File: src/hdl/tfrb_pkg.sv
// Package for the terminated frame receive buffer.
// Holds the item structs, the command, status and byte codes, and the index unit control.
// No dependencies.
`default_nettype none
package tfrb_pkg;

	localparam logic       CMD_BYTE = 1'b0;
	localparam logic       CMD_READ = 1'b1;

	localparam logic [1:0] ST_NONE    = 2'd0;
	localparam logic [1:0] ST_BYTE    = 2'd1;
	localparam logic [1:0] ST_DISCARD = 2'd2;

	localparam logic [7:0] CR_BYTE   = 8'd13;
	localparam logic [7:0] LF_BYTE   = 8'd10;
	localparam logic [7:0] TERM_RST  = 8'd10;

	typedef struct packed {
		logic       command;
		logic [7:0] rx_byte;
	} req_t;

	typedef struct packed {
		logic [1:0] status;
		logic [7:0] data_byte;
		logic       last;
	} rsp_t;

	// commands to the shared index counter
	typedef struct packed {
		logic clear;
		logic step;
	} idx_ctrl_t;

endpackage
`default_nettype wire

File: src/hdl/terminated_frame_receive_buffer_top.sv
// Terminated frame receive buffer, top level: sequencer, marks and output register.
// Depends on tfrb_pkg, tfrb_store and tfrb_index_unit.
//
// Received bytes (command 0) are taken one per cycle while no read is in progress
// and appended to the frame store while it has room; the terminator byte is not
// stored and marks the frame complete; any byte that arrives while the store is full
// sets the overflow mark. A read request (command 1) yields a response: status 2
// (discard, store flushed) after an overflow, status 0 (nothing ready) when no frame
// is marked, and otherwise the stored bytes, CR and LF, with last on LF, after which
// the store is flushed. Timing: a read first decides what to answer and then streams
// one transfer per cycle from the store's registered read port while the sink does
// not stall. The request channel is stalled for the whole read; a result waiting in
// the output register holds off the next read step. The terminator byte (term_q) is
// written through cfg_we/cfg_data and resets to 10.
`default_nettype none
module terminated_frame_receive_buffer_top
	import tfrb_pkg::*;
#(
	parameter int CAPACITY = 32
) (
	input  wire logic       clk,
	input  wire logic       arst_n,
	input  wire logic       req_valid,
	output logic            req_stall,
	input  wire req_t       req,
	output logic            rsp_valid,
	input  wire logic       rsp_stall,
	output rsp_t            rsp,
	input  wire logic       cfg_we,
	input  wire logic [7:0] cfg_data
);

	localparam int AW = (CAPACITY > 1) ? $clog2(CAPACITY) : 1;
	localparam int CW = $clog2(CAPACITY + 1);

	typedef enum logic [4:0] {
		S_IDLE = 5'b00001,
		S_RESP = 5'b00010,
		S_BYTE = 5'b00100,
		S_CR   = 5'b01000,
		S_LF   = 5'b10000
	} state_t;

	state_t        state_q, state_d;
	logic [7:0]    term_q;
	logic [CW-1:0] fill_q;
	logic          complete_q;
	logic          overflow_q;
	logic          rsp_valid_q;
	rsp_t          rsp_q;

	// sequencer outputs
	logic          load;
	rsp_t          load_data;
	logic          flush;
	logic          rd_en;
	logic [CW-1:0] rd_idx;
	idx_ctrl_t     ictl;

	logic          req_xfer;
	logic          has_room;
	logic          is_term;
	logic          wr_en;
	logic          slot_free;
	logic [7:0]    rd_data;
	logic [CW-1:0] idx;
	logic [CW-1:0] idx_next;
	logic          at_end;

	assign req_stall = (state_q != S_IDLE);
	assign req_xfer  = req_valid && !req_stall;
	assign has_room  = (fill_q != CW'(CAPACITY));
	assign is_term   = (req.rx_byte == term_q);
	assign wr_en     = req_xfer && (req.command == CMD_BYTE) && has_room && !is_term;
	// output register can take a new result this cycle
	assign slot_free = !rsp_valid_q || !rsp_stall;

	assign rsp_valid = rsp_valid_q;
	assign rsp       = rsp_q;

	tfrb_store #(
		.DEPTH(CAPACITY),
		.AW   (AW)
	) u_store (
		.clk    (clk),
		.we     (wr_en),
		.waddr  (fill_q[AW-1:0]),
		.wdata  (req.rx_byte),
		.re     (rd_en),
		.raddr  (rd_idx[AW-1:0]),
		.rdata_q(rd_data)
	);

	tfrb_index_unit #(
		.CW(CW)
	) u_index (
		.clk     (clk),
		.arst_n  (arst_n),
		.ctrl    (ictl),
		.fill    (fill_q),
		.idx     (idx),
		.idx_next(idx_next),
		.at_end  (at_end)
	);

	// sequencer
	always_comb begin
		state_d    = state_q;
		load       = 1'b0;
		load_data  = '{status: ST_NONE, data_byte: 8'd0, last: 1'b1};
		flush      = 1'b0;
		rd_en      = 1'b0;
		rd_idx     = idx_next;
		ictl       = '{clear: 1'b0, step: 1'b0};
		case (state_q)
			S_IDLE: begin
				if (req_xfer && (req.command == CMD_READ)) begin
					state_d = S_RESP;
				end
			end
			S_RESP: begin
				if (overflow_q) begin
					// discard wins over a marked frame
					if (slot_free) begin
						load      = 1'b1;
						load_data = '{status: ST_DISCARD, data_byte: 8'd0, last: 1'b1};
						flush     = 1'b1;
						state_d   = S_IDLE;
					end
				end else if (complete_q) begin
					if (fill_q == '0) begin
						state_d = S_CR;
					end else begin
						rd_en      = 1'b1;
						rd_idx     = '0;
						ictl.clear = 1'b1;
						state_d    = S_BYTE;
					end
				end else if (slot_free) begin
					load    = 1'b1;
					state_d = S_IDLE;
				end
			end
			S_BYTE: begin
				// rd_data holds the byte at idx
				if (slot_free) begin
					load      = 1'b1;
					load_data = '{status: ST_BYTE, data_byte: rd_data, last: 1'b0};
					if (at_end) begin
						state_d = S_CR;
					end else begin
						rd_en     = 1'b1;
						ictl.step = 1'b1;
					end
				end
			end
			S_CR: begin
				if (slot_free) begin
					load      = 1'b1;
					load_data = '{status: ST_BYTE, data_byte: CR_BYTE, last: 1'b0};
					state_d   = S_LF;
				end
			end
			S_LF: begin
				if (slot_free) begin
					load      = 1'b1;
					load_data = '{status: ST_BYTE, data_byte: LF_BYTE, last: 1'b1};
					flush     = 1'b1;
					state_d   = S_IDLE;
				end
			end
			default: begin
				state_d = S_IDLE;
			end
		endcase
	end

	always_ff @(posedge clk or negedge arst_n) begin
		if (!arst_n) begin
			state_q    <= S_IDLE;
			term_q     <= TERM_RST;
			fill_q     <= '0;
			complete_q <= 1'b0;
			overflow_q <= 1'b0;
		end else begin
			state_q <= state_d;
			if (cfg_we) begin
				term_q <= cfg_data;
			end
			if (flush) begin
				fill_q     <= '0;
				complete_q <= 1'b0;
				overflow_q <= 1'b0;
			end else if (req_xfer && (req.command == CMD_BYTE)) begin
				if (!has_room) begin
					overflow_q <= 1'b1;
				end else if (is_term) begin
					complete_q <= 1'b1;
				end else begin
					fill_q <= fill_q + CW'(1);
				end
			end
		end
	end

	// output register
	always_ff @(posedge clk or negedge arst_n) begin
		if (!arst_n) begin
			rsp_valid_q <= 1'b0;
		end else if (load) begin
			rsp_valid_q <= 1'b1;
		end else if (!rsp_stall) begin
			rsp_valid_q <= 1'b0;
		end
	end

	always_ff @(posedge clk) begin
		if (load) begin
			rsp_q <= load_data;
		end
	end

	// checks
	a_fill_bound: assert property (@(posedge clk) disable iff (!arst_n)
		fill_q <= CW'(CAPACITY))
		else $error("fill count above capacity");

	a_single_is_last: assert property (@(posedge clk) disable iff (!arst_n)
		rsp_valid && (rsp.status != ST_BYTE) |-> rsp.last)
		else $error("non-frame result without last");

	a_idx_in_frame: assert property (@(posedge clk) disable iff (!arst_n)
		(state_q == S_BYTE) |-> (idx < fill_q) && complete_q)
		else $error("read index outside stored frame");

	a_flush_after_last: assert property (@(posedge clk) disable iff (!arst_n)
		load && load_data.last && (load_data.status != ST_NONE) |=> (fill_q == '0))
		else $error("store not flushed after response");

endmodule
`default_nettype wire

File: src/hdl/tfrb_store.sv
// Frame byte store: one write port, one read port with registered read data.
// Depends on nothing; sized by the top level.
`default_nettype none
module tfrb_store #(
	parameter int DEPTH = 32,
	parameter int AW    = 5
) (
	input  wire logic          clk,
	input  wire logic          we,
	input  wire logic [AW-1:0] waddr,
	input  wire logic [7:0]    wdata,
	input  wire logic          re,
	input  wire logic [AW-1:0] raddr,
	output logic      [7:0]    rdata_q
);

	logic [7:0] mem_q [DEPTH];

	always_ff @(posedge clk) begin
		if (we) begin
			mem_q[waddr] <= wdata;
		end
	end

	always_ff @(posedge clk) begin
		if (re) begin
			rdata_q <= mem_q[raddr];
		end
	end

endmodule
`default_nettype wire

File: src/hdl/tfrb_index_unit.sv
// Shared read index: one incrementer and one end-of-frame compare against the fill count.
// Uses tfrb_pkg for the control struct.
`default_nettype none
module tfrb_index_unit
	import tfrb_pkg::*;
#(
	parameter int CW = 6
) (
	input  wire logic          clk,
	input  wire logic          arst_n,
	input  wire idx_ctrl_t     ctrl,
	input  wire logic [CW-1:0] fill,
	output logic      [CW-1:0] idx,
	output logic      [CW-1:0] idx_next,
	output logic               at_end
);

	logic [CW-1:0] idx_q;

	assign idx      = idx_q;
	assign idx_next = idx_q + CW'(1);
	assign at_end   = (idx_next == fill);

	always_ff @(posedge clk or negedge arst_n) begin
		if (!arst_n) begin
			idx_q <= '0;
		end else if (ctrl.clear) begin
			idx_q <= '0;
		end else if (ctrl.step) begin
			idx_q <= idx_next;
		end
	end

endmodule
`default_nettype wire

File: config.mk
export PLATFORM = sky130hd
export DESIGN_NAME = terminated_frame_receive_buffer_top
export DESIGN_NICKNAME = d
export VERILOG_FILES = /design/src/hdl/tfrb_pkg.sv /design/src/hdl/terminated_frame_receive_buffer_top.sv /design/src/hdl/tfrb_store.sv /design/src/hdl/tfrb_index_unit.sv
export SDC_FILE = /design/constraint.sdc
export NUM_CORES = 1
export LEC_CHECK = 0
export BUFFER_PORTS_ARGS = -buffer_cell sky130_fd_sc_hd__buf_2
export CAP_MARGIN = 40
export CORE_MARGIN = 2
export CORE_UTILIZATION = 55
export CTS_CLUSTER_SIZE = 20
export DETAILED_ROUTE_END_ITERATION = 8
export PLACE_DENSITY = 0.74
export SLEW_MARGIN = 20
export SYNTH_ARGS = -nofsm -noshare
export SYNTH_HDL_FRONTEND = slang
export SYNTH_SLANG_ARGS = --single-unit
File: constraint.sdc
create_clock -name clk -period 4 [get_ports clk]
set_clock_uncertainty 0.1 [all_clocks]
set_input_delay 0.2 -clock clk [delete_from_list [all_inputs] [get_ports clk]]
set_output_delay 0.2 -clock clk [all_outputs]
set_load 0.01 [all_outputs]
# == After elaboration in Yosys (flattened, before gate mapping) ==
# Memory sizes are Yosys's and may differ from the RTL's. A register that Yosys moved wholly into a read port is not among the register bits.
# Index checks and enable logic that the tools add are counted.
# word_totals
register_bits,39
latch_bits,0
ram_bits,256
mem_bits_ro,0
inputBits,22
out_inout_bits,13
wordCells,100
memories,1
# mem_list
memory,depth,word_bits,read_ports,rd_ports_with_merged_regs,wr,line_no,source
u_store.mem_q,32,8,1,1,1,tfrb_store.sv:17,logic [7:0] mem_q [DEPTH];
# classes
n_addsub,2
multipliers,0
div,0
magnitude_cmp,0
n_eq_ne,16
shift,0
muxes,50
bitwise,1
n_reduce_logical,20
# op_table
op,count
$mux W5,11
$pmux W11 S4,1
$mux W6,6
$mux W10,3
$pmux W5 S5,1
$mux W1,22
$mux W11,2
$add A6 B1 Y6 const B,2
$ne A2 B2 Y1 const B,6
$eq A8 B8 Y1,1
$reduce_bool A2 Y1,4
$eq A6 B6 Y1,1
$logic_not A6 Y1,1
$ne A6 B6 Y1 const B,1
$pmux W1 S2,3
$reduce_and A3 Y1,2
$eq A5 B1 Y1 const B,1
$eq A5 B2 Y1 const B,1
$eq A5 B3 Y1 const B,1
$eq A5 B4 Y1 const B,1
$eq A5 B5 Y1 const B,1
$logic_and A1 B1 Y1,5
$ne A5 B1 Y1 const B,1
$logic_not A1 Y1,4
7 further kinds,7

# == Longest topological paths before layout ==
# Gate-level depths: netlist of run 1.
# depth
depth_word,8
depth_mapped,10
mapped_depth_nobuf,7

# == By module ==
# A second synthesis of run 1 with hierarchy kept.
# unflattened
cells_unflattened,634
area_unflattened_um2,12333.1
# modules_own_cells
mod,instances,cells_each,area_per_inst_um2,seq_area_each_um2
tfrb_store,1,417,10133.5,7927.6
terminated_frame_receive_buffer_top,1,174,1762.9,884.6
tfrb_index_unit,1,43,436.7,150.1

# == Least setup slack after synthesis of run 1 ==
# No wires, ideal clock.
# synth_timing
path_kind,reg2reg
start,reg state_q[0]
end,mem u_store.mem_q[13][0] (enable)
setup_ns,0.383
arrival_ns,2.395
required_ns,3.517
setup_slack_ns,1.122
path_stages_with_launch,6
path_buffers,0
synth_period_minus_slack_ns,2.878
path_cell_list,dfstp_2 or3b_4 nor4b_4 o211a_1 nand2_1 nor3_1
# synth_between
elab_chain_len,8
# synth_rtl
element,line_no,source
"start, declared",terminated_frame_receive_buffer_top.sv:44,"state_t state_q, state_d;"
"start signal, assigned",terminated_frame_receive_buffer_top.sv:186,state_q <= state_d;
$ne A5 B1 Y1,terminated_frame_receive_buffer_top.sv:70,assign req_stall = (state_q != S_IDLE);
$logic_not A1 Y1,terminated_frame_receive_buffer_top.sv:71,assign req_xfer = req_valid && !req_stall;
$logic_and A1 B1 Y1,terminated_frame_receive_buffer_top.sv:71,
$logic_and A1 B1 Y1 (3 in series),terminated_frame_receive_buffer_top.sv:74,assign wr_en = req_xfer && (req.command == CMD_BYTE) && has_room && !is_term;
$mux W1,tfrb_store.sv:20,if (we) begin
$mux W1 (implied by the code),tfrb_store.sv:21,mem_q[waddr] <= wdata;
"end, declared",tfrb_store.sv:17,
# No other way between the ends.

# == Final worst setup path of run 1 ==
# layout_timing
start,reg state_q[0]
end,mem u_store.mem_q[26][7] (enable)
# The elaborated chain is that of the path after synthesis.

==> out/results.tsv, run 1 <==
stage	metric	value	unit
outcome	status	finished clean	
synthesis	EDFF count, synth	275	
setup_path	CP Launch Type	flip-flop	
cts	Gates resized, CTS repair	0	
grt	largest net degree at the start of global routing	47	
synthesis	ranking of synthesized cells by area	edfxtp_1 (65%), mux4_2 (5.9%), dfrtp_1 (5.0%)	
synthesis	Netlist cell types	61	
flow_run	max cap viols	0	
timing	Final min period	3277	ps
cts	postcts setup bufs	0	
timing	final critical-path share of the clock period	81.94	%
grt	first-pass GRT wire length	43.84	mm
grt	Overflow after GRT	0	
setup_path	CP max stage delay	680	ps
routing	DRT iter0 DRCs	820	
synthesis	Ys Warns	0	
cts	Num CTS Buffers	30	
routing	DRT Wirelength	29.16	mm
floorplanning	die width	155.6	um
routing	DR vias/cell	6.154	
setup_path	Worst setup EP type	flip-flop	
power	power per cell area	626.7	mW/mm2
power	Pleak	0.004906	uW
timing	RSZ-0062 raised after global routing	no	
synthesis	Async SR Flop Fraction	9.241	%
cts	CTS Buffer Depth	3	
timing	final setup violation count	0	
setup_path	slowest cell on the critical path	nor2_1	
synthesis	ys flop type	edfxtp_1	
synthesis	post-synthesis sequential element count	303	
placed_design	port buffer count	34	
synthesis	synthesized area per cell	15.45	um2
timing	Final Max Tran Viols	0	
finish	count of nets after finishing	914	
cts	CTS Hold Bufs	23	
placed_design	Placer Congestion	0.8625	
cts	clk root buf	clkbuf_16	
routing	DR DRC count	0	
grt	initial antenna violation count	1	
floorplanning	core area	0.02257	mm2
setup_path	Worst Path Arrival	3360	ps
setup_path	r2r setup slk	720	ps
placed_design	post-place instance area	0.01319	mm2
timing	worst slew pin tran	847.8	ps
synthesis	Synth area leader	edfxtp_1	
grt	vias in the first global route	7253	
cts	Clock H-tree levels	1	
timing	setup tns final	0	ps
finish	synthesis-to-layout area growth	13.93	%
routing	Pre-Repair DR Iteration Count	5	
timing	Max Fclk	305.1	MHz
floorplanning	die area	0.02420	mm2
finish	share of layout cells above drive strength 1	18.55	%
synthesis	syn_nets	845	
placed_design	DP HPWL	18.45	mm
min_path	worst hold path type	in -> async	
cts	# clock sinks	303	
setup_path	WS Path Type	reg -> reg	
floorplanning	Die H	155.6	um
cts	clk_lat worst skew	560	ps
synthesis	share of the synthesized area in the top cell type	65.35	%
routing	WL per Instance	24.38	um
floorplanning	num rows	55	
synthesis	cell count after synthesis	818	
synthesis	post-synthesis sequential area ratio	70.93	%
floorplanning	I/O pin cnt	35	
timing	Slew headroom	43.39	%
setup_path	Critical Path, Cell by Cell	or3b_4 > nor4b_4 > o211a_1 > nand2_1 > nor2_1	
floorplanning	Initial Util	55.98	%
routing	DRT antenna net count	0	
setup_path	Crit path required time	4080	ps
grt	GRT Total Usage	24.48	%
cts	Clk pin slew, worst setup/hold paths	60	ps
timing	final hold viol count	0	
routing	detailed-route via count	7360	
synthesis	Syn Std Cell Area	0.01264	mm2
setup_path	Worst Path Max Fanout	8	
setup_path	Worst setup startpoint	state_q[0]	
setup_path	Reg2Reg Launch Point	state_q[0]	
cts	TritonCTS clock tree	built	
power	peak supply drop	0.3761	mV
finish	post-route cell area	0.01440	mm2
finish	n_diodes	0	
per-stage QoR:
stage / hold slack (ps) / util [%] / setup WS, ps / total power [uW] / std cells
finish: 116.2 / 63.78 / 722.5 / 9022 / 1196
global route: 155.8 / 63.78 / 576.7 / 9415 / 1196
CTS: 116.1 / 63.71 / 747.0 / 9040 / 1195
detailed placement: 171.7 / 58.43 / 757.1 / 6286 / 1116
global placement: 170.6 / 58.34 / 868.7 / 6251 / 1115
floorplan: -195.6 / - / 1122 / 5551 / 818
critical path, delay by kind of cell, from the launching register on:
family	cells	cell delay, ps
flip-flops	1	550
AO/OA/AOI/OAI	1	350
AND/OR/NAND/NOR	4	1900
power by group:
group | switching [uW] | leakage [uW] | internal [uW] | total, uW
Clock | 1150 | 0.000476 | 1600 | 2750
Combinational | 1540 | 0.00163 | 971 | 2510
Sequential | 136 | 0.00280 | 3630 | 3760
cell type report:
type	count	area, um2
inverter	6	22.52
clock inverter	19	165.2
multi-input combinational	466	3482
fill	1586	8175
sequential	303	8966
clock buffer	37	798.3
timing repair buffer	80	605.6
tap	285	356.6
logic make-up (layout without fill, tap and decap cells):
logic type | Yosys count | count (layout) | synth area share [%]
AO/OA/AOI/OAI | 104 | 104 | 6.011
XOR/XNOR | 27 | 27 | 1.871
adder cells (fa/ha/maj) | 5 | 5 | 0.4951
buffers and inverters | 49 | 142 | 1.743
flip-flops | 303 | 303 | 70.93
multiplexers | 75 | 75 | 9.387
AND/OR/NAND/NOR | 255 | 255 | 9.565
sequential cells by signal (all words and copies together), names as in the netlist:
name	flops
u_store.mem_q	256
term_q	8
u_store.rdata_q	8
state_q	5
rsp_valid	1
rsp	11
u_index.idx	6
overflow_q	1
complete_q	1
fill_q	6
per-layer routing:
layer	GRT usage, %	wire [um]	vias to the layer above	part of all wire, %
li1	-	-	3292	-
met1	34.83	12270	3679	42
met2	40.16	14070	343	48
met3	3.556	2128	46	7.3
met4	6.903	700	0	2.4
met5	0	0	-	0
cell usage after synthesis (all sizes together), types with 8 or more instances:
master,n
edfxtp,275
buf,23
nor3,9
mux2i,24
nand4,18
a32oi,8
xnor2,20
o21a,8
o21ai,31
a211o,8
a221oi,8
nand3,24
clkbuf,20
mux4,33
mux2,18
nand2,86
nor2,75
dfrtp,25
placed cells by master, fill, tap and decap left out, types with 18 or more instances in the layout:
cell type / Yosys / final
nand4_1: 18 / 18
mux4_2: 33 / 33
nand3_1: 24 / 24
mux2i_1: 24 / 24
dfrtp_1: 25 / 24
buf_2: 19 / 34
xnor2_1: 20 / 19
nand2_1: 86 / 86
clkbuf_16: 0 / 31
buf_4: 3 / 20
dlygate4sd3_1: 0 / 23
nor2_1: 75 / 75
edfxtp_1: 275 / 275
mux2_2: 18 / 18
o21ai_0: 30 / 30
final timing paths:
| kind | endpoint | depth (start not counted) |
|---|---|---|
| worst max-delay path | u_store.mem_q[26][7] | 5 |
| worst min-delay path | state_q[4] | 2 |
| worst max register to register | u_store.mem_q[26][7] | 5 |
| worst min register to register | complete_q | 2 |
| max in group asynchronous | u_index.idx[0] | 2 |
| min in group clk | u_store.mem_q[31][1] | 2 |
(Power assumes the default switching activity.)
==> run 2, diff against run 1 <==
Settings changed: ABC_AREA set to 1, PLACE_DENSITY 0.74 to 0.76.
Clock period 4 ns to 2.8 ns, I/O delays scaled along.
==> run 2 against run 1 <==
- critical path depth is 4 higher
- combinational power is 39% lower
- cell count is 38% higher
==> out/results.tsv, run 2 <==
stage	metric	value	unit
outcome	status	finished clean	
routing	DRT iter0 DRCs	990	
routing	DRT antenna net count	0	
grt	vias in the first global route	9264	
setup_path	Reg2Reg Launch Point	state_q[0]	
synthesis	post-synthesis sequential element count	303	
finish	n_diodes	0	
floorplanning	core area	0.02432	mm2
synthesis	share of the synthesized area in the top cell type	60.61	%
placed_design	Placer Congestion	0.9062	
setup_path	Worst Path Arrival	2720	ps
timing	setup tns final	0	ps
finish	share of layout cells above drive strength 1	17.11	%
synthesis	simple-gate area share of the yosys netlist	21.82	%
synthesis	Netlist cell types	34	
floorplanning	die area	0.02605	mm2
grt	first-pass GRT wire length	52.17	mm
timing	final setup violation count	0	
setup_path	Worst Path Max Fanout	8	
synthesis	post-synthesis compound-gate area fraction	3.471	%
setup_path	WS Path Type	reg -> reg	
power	power per cell area	678.6	mW/mm2
synthesis	post-synthesis adder-cell area fraction	0.4592	%
finish	post-route cell area	0.01555	mm2
finish	count of nets after finishing	1331	
floorplanning	Initial Util	56.02	%
floorplanning	Die H	161.4	um
synthesis	post-synthesis mux area share	0.6612	%
grt	GRT Total Usage	26.20	%
synthesis	Async SR Flop Fraction	9.241	%
setup_path	Crit path required time	2880	ps
timing	worst slew pin tran	773.9	ps
min_path	Hold Path Stages	5	
finish	Largest Register	u_store.mem_q	
synthesis	post-synthesis sequential area ratio	65.78	%
synthesis	Syn Std Cell Area	0.01362	mm2
routing	DR vias/cell	5.791	
timing	final critical-path share of the clock period	94.13	%
synthesis	synthesized area per cell	11.08	um2
placed_design	post-place instance area	0.01430	mm2
timing	Slew headroom	48.21	%
cts	TritonCTS clock tree	built	
finish	multi-input gate area in the final layout	0.003772	mm2
routing	DRT Wirelength	33.64	mm
finish	Reg area	0.008962	mm2
setup_path	r2r setup slk	160	ps
timing	RSZ-0062 raised after global routing	yes	
cts	Num CTS Buffers	31	
synthesis	EDFF count, synth	275	
synthesis	ranking of synthesized cells by area	edfxtp_1 (61%), nand3_1 (9.5%), nand2_1 (4.7%)	
synthesis	Synth area leader	edfxtp_1	
finish	most frequent cells in the layout	edfxtp_1 (275), nand3_1 (258), nand2_1 (171), inv_1 (149), or2_2 (57)	
min_path	worst hold path type	in -> reg	
cts	clk_lat worst skew	560	ps
finish	max reg flops	256	
min_path	Hold EP	complete_q	
placed_design	port buffer count	34	
synthesis	largest family of logic cells by synthesized area	simple AND/OR/NAND/NOR gates	
setup_path	Critical Path, Cell by Cell	inv_1 > nor4_2 > nand3_1 > nor2_1 > nand2_1 > inv_2 > nand2_1 > buf_4 > nor2_1	
synthesis	Ys Warns	0	
synthesis	Synth Area in XOR/XNOR	0.8265	%
setup_path	FF-to-FF path depth	9	
setup_path	slowest cell on the critical path	nor2_1	
power	peak supply drop	0.5195	mV
timing	Max Fclk	379.4	MHz
cts	CTS Buffer Depth	3	
synthesis	most common cell in the netlist	edfxtp_1	
setup_path	CP max stage delay	600	ps
setup_path	CP Launch Type	flip-flop	
power	Pleak	0.006038	uW
cts	Clock H-tree levels	1	
finish	fill count	1851	
grt	largest net degree at the start of global routing	84	
cts	# clock sinks	303	
synthesis	top post-synthesis cells by count	edfxtp_1 (275), nand3_1 (258), nand2_1 (172)	
routing	WL per Instance	20.37	um
routing	detailed-route via count	9561	
timing	Final Max Tran Viols	0	
synthesis	cell count after synthesis	1230	
cts	clk root buf	clkbuf_16	
min_path	hold_sp	req[6]	
grt	Overflow after GRT	0	
placed_design	DP HPWL	21.05	mm
flow_run	max cap viols	0	
finish	most common cell after layout, fill and taps aside	edfxtp_1	
floorplanning	I/O pin cnt	35	
grt	initial antenna violation count	0	
setup_path	Critical R2R Capture	u_store.mem_q[28][7]	
routing	Pre-Repair DR Iteration Count	6	
timing	Final min period	2636	ps
floorplanning	die width	161.4	um
setup_path	Worst setup EP type	flip-flop	
cts	Clk pin slew, worst setup/hold paths	60	ps
routing	DR DRC count	0	
floorplanning	num rows	57	
synthesis	ys flop type	edfxtp_1	
synthesis	syn_nets	1257	
timing	final hold viol count	0	
finish	synthesis-to-layout area growth	14.14	%
run 2: layer usage:
metal	up-vias	wire, um	share of wire, %	track usage (%)
li1	4412	-	-	-
met1	4608	13150	39	35.69
met2	464	16630	49	43.43
met3	77	2907	8.6	4.366
met4	0	953	2.8	8.523
met5	-	0	0	0
run 2: cells by family after synthesis:
family / Yosys count
buffers and inverters: 225
adders and majority gates: 5
muxes: 8
and+or+nand+nor: 613
DFF: 303
AOI/OAI and AO/OA: 64
xor gates and xnor gates: 12
run 2: final cells by class:
cell class	count	area share, %
clock buffer	43	5.278
clock inverter	13	0.7241
inverter	155	3.773
multi-input combinational	702	24.26
sequential	303	57.63
tap	324	2.607
timing repair buffer	111	5.729
run 2: metrics by stage:
stage          std cells  power [uW]  util [%]  worst slack [ps]  hold WS (ps)
2_1_floorplan       1230        6155         -             390.3        -255.6
3_3_place_gp        1567        6697     58.79             150.1         117.3
3_5_place_dp        1567        6725     58.79             119.0         118.3
4_1_cts             1645       10550     63.53             84.60         19.38
5_1_grt             1651       10930     63.95            -56.01         55.87
6_report            1651       10550     63.95             164.5         13.20
run 2: timing repair:
item	CTS	global route
hold buffers	22	0
resized for setup	0	18
setup endpoints to repair	0	151
hold endpoints to repair	41	0
buffers inserted	0	3
run 2: how the worst max path moves through the flow:
stage / from / endpoint / slack, ps / cells after the start
after global routing: state_q[0] / u_store.mem_q[28][0] / -60 / 9
after global placement: fill_q[1] / u_store.rdata_q[0] / 150 / 13
final: state_q[0] / u_store.mem_q[28][7] / 160 / 9
after CTS: fill_q[1] / u_store.rdata_q[5] / 80 / 11
after floorplan: state_q[0] / u_store.mem_q[7][0] / 390 / 6
after detailed placement: fill_q[1] / u_store.rdata_q[6] / 120 / 11
run 2: worst max-delay path: cells and delay by family (launching register included):
family / cells / cell delay [ps]
DFF: 1 / 540
buffers and inverters: 3 / 370
and+or+nand+nor: 6 / 1250
run 2: power breakdown:
| part | internal (uW) | switching, uW | leakage, uW |
|---|---|---|---|
| clock network | 2220 | 1630 | 0.000453 |
| logic | 504 | 1020 | 0.00275 |
| registers | 5110 | 74.6 | 0.00283 |
